$ cat src/rtl/sle_pkg.sv
// Shared types and constants for the sorted list engine.
`default_nettype none

package sle_pkg;

    localparam int CAPACITY = 16;

    typedef enum logic [2:0] {
        OP_INS_FRONT = 3'd0,
        OP_INS_ORD   = 3'd1,
        OP_INS_END   = 3'd2,
        OP_REM_FRONT = 3'd3,
        OP_REM_VAL   = 3'd4
    } t_opcode;

    typedef enum logic [1:0] {
        ST_DONE = 2'd0,
        ST_MISS = 2'd1,
        ST_FULL = 2'd2
    } t_status;

    // Control broadcast from the top level to every cell.
    typedef struct packed {
        logic    capture;  // latch compare flags against the incoming value
        logic    ins;      // apply an insert (list has room)
        logic    rem;      // apply a removal
        t_opcode op;       // opcode of the beat being applied
    } t_cell_ctl;

endpackage

`default_nettype wire

$ cat src/rtl/sle_cell.sv
// One list position: holds an entry, compares it and shifts with its neighbors.
`default_nettype none

module sle_cell (
    input  wire logic               i_clk,
    input  wire logic               i_rst_n,
    input  wire sle_pkg::t_cell_ctl i_ctl,
    input  wire logic [31:0]        i_cmp_value,
    input  wire logic [31:0]        i_new_value,
    input  wire logic [31:0]        i_left_val,
    input  wire logic               i_left_used,
    input  wire logic [31:0]        i_right_val,
    input  wire logic               i_right_used,
    input  wire logic               i_hit_before,
    input  wire logic [31:0]        i_acc,
    output logic [31:0]             o_val,
    output logic                    o_used,
    output logic                    o_hit_thru,
    output logic [31:0]             o_acc
);
    import sle_pkg::*;

    logic [31:0] r_val;
    logic [31:0] n_val;
    logic        r_used;
    logic        n_used;
    logic        r_gt;
    logic        r_eq;
    logic        w_hit;
    logic        w_at_pos;

    // Capture compare flags at accept; they are used in the apply cycle.
    always_ff @(posedge i_clk) begin
        if (i_ctl.capture) begin
            r_gt <= ($signed(i_cmp_value) > $signed(r_val));
            r_eq <= (i_cmp_value == r_val);
        end
    end

    always_comb begin
        case (i_ctl.op)
            OP_INS_FRONT: w_hit = 1'b1;
            OP_INS_ORD:   w_hit = !r_used || !r_gt;
            OP_INS_END:   w_hit = !r_used;
            OP_REM_FRONT: w_hit = r_used;
            OP_REM_VAL:   w_hit = r_used && r_eq;
            default:      w_hit = 1'b0;
        endcase
    end

    assign w_at_pos   = w_hit && !i_hit_before;
    assign o_hit_thru = i_hit_before || w_hit;
    assign o_acc      = i_acc | (w_at_pos ? r_val : 32'd0);
    assign o_val      = r_val;
    assign o_used     = r_used;

    always_comb begin
        n_val  = r_val;
        n_used = r_used;
        if (i_ctl.ins) begin
            if (i_hit_before) begin
                n_val  = i_left_val;
                n_used = i_left_used;
            end else if (w_at_pos) begin
                n_val  = i_new_value;
                n_used = 1'b1;
            end
        end else if (i_ctl.rem) begin
            if (i_hit_before || w_at_pos) begin
                n_val  = i_right_val;
                n_used = i_right_used;
            end
        end
    end

    always_ff @(posedge i_clk) begin
        r_val <= n_val;
    end

    always_ff @(posedge i_clk) begin
        if (!i_rst_n) begin
            r_used <= 1'b0;
        end else begin
            r_used <= n_used;
        end
    end

endmodule

`default_nettype wire

$ cat src/rtl/sorted_list_engine.sv
// Top level of the sorted list engine: command port and the chain of list cells.
`default_nettype none

// Bounded list of signed 32-bit values held in a row of CAPACITY cells,
// cell 0 being the front. A command beat is taken when start is high and
// busy is low. Each beat is handled in order: in the accept cycle every cell
// compares the incoming value with its entry and latches the result, and in
// the following cycle (busy high) the first matching position is found along
// the cell chain and the cells shift left or right in one step. The result
// appears on o_removed_value and o_status for exactly one cycle, marked by
// o_done, in the cycle in which busy returns low; it cannot be stalled, so the
// receiver must take it then. A new beat may be issued in that same cycle;
// no new beat is taken while busy is high and the cells shift. Inserts into a
// full list are refused with status full; removals from an empty list or of
// a value not present report status miss with a removed value of zero.
module sorted_list_engine (
    input  wire logic         i_clk,
    input  wire logic         i_rst_n,
    input  wire logic         start,
    output logic              busy,
    input  wire logic [2:0]   i_opcode,
    input  wire logic [31:0]  i_value,
    output logic              o_done,
    output logic [31:0]       o_removed_value,
    output logic [1:0]        o_status
);
    import sle_pkg::*;

    logic        w_accept;
    logic        r_busy;
    t_opcode     r_op;
    logic [31:0] r_value;
    logic        r_done;
    logic [31:0] r_removed;
    t_status     r_status;
    t_status     n_status;
    logic [31:0] n_removed;
    logic        w_is_ins;
    logic        w_is_rem;
    logic        w_full;
    logic        w_found;
    t_cell_ctl   w_ctl;

    // Neighbor links: index i+1 is cell i; index 0 and CAPACITY+1 are tie-offs.
    logic [31:0] w_val  [CAPACITY+2];
    logic        w_used [CAPACITY+2];
    logic        w_hit  [CAPACITY+1];
    logic [31:0] w_acc  [CAPACITY+1];

    assign w_accept = start && !r_busy;
    assign busy     = r_busy;

    assign w_is_ins = (r_op == OP_INS_FRONT) || (r_op == OP_INS_ORD) ||
                      (r_op == OP_INS_END);
    assign w_is_rem = (r_op == OP_REM_FRONT) || (r_op == OP_REM_VAL);
    assign w_full   = w_used[CAPACITY];
    assign w_found  = w_hit[CAPACITY];

    // Drive the cells: capture on accept, shift during the busy cycle.
    always_comb begin
        w_ctl.capture = w_accept;
        w_ctl.ins     = r_busy && w_is_ins && !w_full;
        w_ctl.rem     = r_busy && w_is_rem;
        w_ctl.op      = r_op;
    end

    assign w_val[0]           = 32'd0;
    assign w_used[0]          = 1'b0;
    assign w_val[CAPACITY+1]  = 32'd0;
    assign w_used[CAPACITY+1] = 1'b0;
    assign w_hit[0]           = 1'b0;
    assign w_acc[0]           = 32'd0;

    for (genvar gi = 0; gi < CAPACITY; gi++) begin : g_cell
        sle_cell u_cell (
            .i_clk        (i_clk),
            .i_rst_n      (i_rst_n),
            .i_ctl        (w_ctl),
            .i_cmp_value  (i_value),
            .i_new_value  (r_value),
            .i_left_val   (w_val[gi]),
            .i_left_used  (w_used[gi]),
            .i_right_val  (w_val[gi+2]),
            .i_right_used (w_used[gi+2]),
            .i_hit_before (w_hit[gi]),
            .i_acc        (w_acc[gi]),
            .o_val        (w_val[gi+1]),
            .o_used       (w_used[gi+1]),
            .o_hit_thru   (w_hit[gi+1]),
            .o_acc        (w_acc[gi+1])
        );
    end

    // Result of the beat being applied.
    always_comb begin
        n_status  = ST_DONE;
        n_removed = 32'd0;
        if (w_is_ins && w_full) begin
            n_status = ST_FULL;
        end else if (w_is_rem) begin
            if (w_found) begin
                n_removed = w_acc[CAPACITY];
            end else begin
                n_status = ST_MISS;
            end
        end
    end

    // Hold the command for the apply cycle.
    always_ff @(posedge i_clk) begin
        if (w_accept) begin
            r_op    <= t_opcode'(i_opcode);
            r_value <= i_value;
        end
        if (r_busy) begin
            r_removed <= n_removed;
            r_status  <= n_status;
        end
    end

    always_ff @(posedge i_clk) begin
        if (!i_rst_n) begin
            r_busy <= 1'b0;
            r_done <= 1'b0;
        end else begin
            r_busy <= w_accept;
            r_done <= r_busy;
        end
    end

    assign o_done          = r_done;
    assign o_removed_value = r_removed;
    assign o_status        = r_status;

`ifndef NO_ASSERTIONS
    a_busy_after_accept : assert property (@(posedge i_clk) disable iff (!i_rst_n)
        w_accept |=> r_busy)
        else $error("busy did not follow an accepted beat");

    a_done_after_busy : assert property (@(posedge i_clk) disable iff (!i_rst_n)
        r_busy |=> (r_done && !r_busy))
        else $error("result strobe did not follow the apply cycle");

    a_status_legal : assert property (@(posedge i_clk) disable iff (!i_rst_n)
        r_done |-> (r_status == ST_DONE || r_status == ST_MISS || r_status == ST_FULL))
        else $error("illegal status code");

    a_miss_zero : assert property (@(posedge i_clk) disable iff (!i_rst_n)
        (r_done && r_status != ST_DONE) |-> (r_removed == 32'd0))
        else $error("failed beat returned a nonzero value");
`endif

endmodule

`default_nettype wire
$ cat config.mk
export PLATFORM = sky130hd
export DESIGN_NAME = sorted_list_engine
export DESIGN_NICKNAME = d
export VERILOG_FILES = /design/src/rtl/sle_pkg.sv /design/src/rtl/sle_cell.sv /design/src/rtl/sorted_list_engine.sv
export SDC_FILE = /design/constraint.sdc
export NUM_CORES = 2
export LEC_CHECK = 0
export BUFFER_PORTS_ARGS = -buffer_cell sky130_fd_sc_hd__buf_4
export CELL_PAD_IN_SITES_DETAIL_PLACEMENT = 0
export CELL_PAD_IN_SITES_GLOBAL_PLACEMENT = 1
export CORE_AREA = 5 5 308 310
export CTS_CLUSTER_SIZE = 8
export DETAILED_ROUTE_END_ITERATION = 7
export DIE_AREA = 0 0 313 315
export PLACE_DENSITY = 0.8
export SLEW_MARGIN = 0
export SYNTH_ARGS = -nofsm -noshare
export SYNTH_HDL_FRONTEND = slang
export SYNTH_SLANG_ARGS = --single-unit
$ cat constraint.sdc
create_clock -name i_clk -period 5.3 [get_ports i_clk]
set_clock_uncertainty 0.05 [all_clocks]
set_input_delay 0.53 -clock i_clk [delete_from_list [all_inputs] [get_ports i_clk]]
set_output_delay 0.53 -clock i_clk [all_outputs]
set_load 0.01 [all_outputs]
==> results.cfg <==
[run_status]
outcome = complete, no violations

[global_route]
track_usage = 0.301
grt-ovfl-total = 0
grt_first_pass_wirelength_um = 230000
grt_pass1_vias = 36800
grtUsageMet3 = 0.0452
grtUsageMet2 = 0.453
gr-max-usage-layer = met2
antenna_found_initial = 2
use_met1 = 0.450
grt_max_degree = 149

[cts]
cts_resized = 0
cts_made_buffers = 89
clockRootBuffer = clkbuf_16
cts_buffer_depth = 3
tritoncts = yes
clock_sinks = 631
htreeDepth = 3
clkLatencyLatePin_ns = 0.65
clk_pin_slew_worst_paths_ns = 0.05

[sta]
timing.fmax_ghz = 0.202
grt_setup_unrepaired = no
finalCritPeriodShare = 0.933
timing.slew.headroom = 0.251
setup_viol = 0
finalMaxSlewViolations = 0
hold_violations = 0
worst_hold_slack_ns = 0.0417
worstMarginPinSlew_ns = 1.12
min_period_ns = 4.95
layout_setup_ws_ns = 0.355
setup_tns_ns = 0

[setup_path]
cp_max_fo = 33
crit_type = reg2reg
crit_path_start_kind = register
worstPathRequired_ns = 5.77
cp-end-kind = register
arrival_ns = 5.42

[placed_design]
gp_congestion = 0.947
dpl.hpwl_um = 116000
pre_cts_ws_ns = 0.517
io_buffer_count = 73

[pwr]
leakagePower_nw = 21.9
power.density_mw_per_mm2 = 271
p_clk_frac = 0.389
power.share.switching = 0.294
p_sw_mw = 4.04
p_seq_frac = 0.435
combPwrFrac = 0.176
ir_drop_mv = 0.245
p_int_mw = 9.69
p_total_mw = 13.7

[synthesis]
synth.area.top_cells = edfxtp_1 (40%), ha_1 (14%), nand2_1 (5.9%), mux2i_1 (5.9%), o21ai_0 (5.0%)
synth_top_area_share = 0.398
syn_avg_cell_area_um2 = 9.04
synth.cell_area_mm2 = 0.0463
yosysUniqueCellTypes = 70
yosysSeqAreaShare = 0.406
yosysWarnings = 0
synth_cells = 5115
synthArstFlopShare = 0
ys_ff_latch = 631
synth_ff_type = edfxtp_1
syn-num-nets = 5665
synth_top_area_cell = edfxtp_1
synth_edf_count = 613

[die]
rows = 111
die_h_um = 315
core_area_mm2 = 0.0914
start_util = 0.506
io_pins = 74
die_w_um = 313
fp.dieArea_mm2 = 0.0986

[finish]
nets = 5607
area_growth_pct = 9.41
drive_above_1_share = 0.0630
fillerInstances = 8268

[drt]
via_per_inst = 6.21
dr.pass1.iters = 6
drc = 0
ant_nets = 0
drtIter0Drc = 4038
routed_wl_um = 153000
num_vias = 39000
wl_per_cell_um = 24.4

[hold_path]
hp-class = in2reg

[run]
cap_violations = 0
==> area by class of cell <==
| cell class | count | area (um2) | area share |
|---|---|---|---|
| multi-input cells | 3666 | 24600 | 0.487 |
| inverters | 515 | 1930 | 0.0382 |
| flip-flops and latches | 631 | 18800 | 0.371 |
| repair buffers | 154 | 1310 | 0.0259 |
| clock inverters | 3 | 28.8 | 0.000569 |
| well taps | 1186 | 1480 | 0.0293 |
| diodes | 2 | 5.00 | 0.0000989 |
| clock buffers | 130 | 2440 | 0.0483 |
==> metrics by stage <==
step | cells | utilization | cell area, um2
floorplan | 5115 | - | 46300
global placement | 6151 | 0.527 | 48100
detailed placement | 6151 | 0.527 | 48100
CTS | 6285 | 0.554 | 50600
global route | 6285 | 0.554 | 50600
finish | 6287 | 0.554 | 50600
==> cells in the final DEF (no fill, tap or decap), types with 46 or more instances in the layout <==
| cell type | count |
|---|---|
| a21o_1 | 119 |
| a21oi_1 | 334 |
| a22oi_1 | 89 |
| a31oi_1 | 124 |
| buf_4 | 141 |
| clkbuf_16 | 92 |
| edfxtp_1 | 613 |
| ha_1 | 512 |
| inv_1 | 515 |
| mux2i_1 | 272 |
| nand2_1 | 728 |
| nand3_1 | 66 |
| nand4_1 | 111 |
| nor2_1 | 302 |
| nor2b_1 | 46 |
| nor3_1 | 58 |
| o21ai_0 | 461 |
==> kinds of logic (layout without fill, tap and decap cells) <==
group | count (synthesis) | in the layout | synth area share
AO/OA/AOI/OAI | 1442 | 1442 | 0.191
adder cells (fa/ha/maj) | 512 | 512 | 0.139
flip-flops | 631 | 631 | 0.406
buffers and inverters | 818 | 802 | 0.0686
multiplexers | 272 | 272 | 0.0589
other | 0 | 2 | 0
AND/OR/NAND/NOR | 1440 | 1440 | 0.137
==> worst max-delay path, cell delays in order (launching register included) <==
cell and delay, ns:
edfxtp_1 0.35, buf_4 0.20, nor2b_1 0.87, o21ai_1 0.32, a22o_1 0.38, nor4b_2 0.65
and4_2 0.71, nor2b_4 0.58, nor2_4 0.31, o221a_2 0.38
==> synth_stat cells, drive strengths merged, types with 62 or more instances <==
master,number
nand2,730
inv,515
nor3,62
a22oi,90
ha,512
nand4,111
edfxtp,613
buf,65
a31oi,124
mux2i,272
nor2,325
a21o,119
nand3,68
o21ai,493
a21oi,337
clkbuf,238
==> state kept, by name, indices dropped and copies added, names as in the netlist <==
name and flops:
o_done 1, r_op 3, g_cell.u_cell.o_used 16, g_cell.u_cell.r_eq 16, r_value 32, g_cell.u_cell.r_gt 16, g_cell.u_cell.o_val 512, o_removed_value 32
o_status 2, busy 1
==> final timing paths <==
check / start / to / slack, ns / depth (start not counted)
min reg2reg: g_cell[3].u_cell.o_used / g_cell[4].u_cell.o_used / 0.49 / 2
max: r_op[0] / g_cell[14].u_cell.o_used / 0.35 / 9
min: i_opcode[1] / r_op[1] / 0.04 / 1
max reg2reg: r_op[0] / g_cell[14].u_cell.o_used / 0.35 / 9
==> per-layer routing <==
| metal | wire [um] | vias up |
|---|---|---|
| li1 | - | 18500 |
| met1 | 70600 | 18700 |
| met2 | 65300 | 1640 |
| met3 | 12600 | 208 |
| met4 | 4630 | 4 |
| met5 | 138 | - |
==> power groups by stage <==
stage               clock, mW  sequential, mW  combinational, mW
finish                   5.34            5.97               2.41
global route             5.63            5.99               2.64
CTS                      5.42            5.96               2.37
detailed placement          0            6.06               2.36
global placement            0            6.05               2.32
floorplan                   0            5.92               1.58
==> repair_timing <==
| item | 4_1_cts | 5_1_grt |
|---|---|---|
| hold buffers | 1 | 0 |
| endpoints found under the hold margin | 1 | 0 |
| setup buffers | 0 | 0 |
| endpoints found under the setup margin | 0 | 0 |
(Power assumes the default switching activity.)
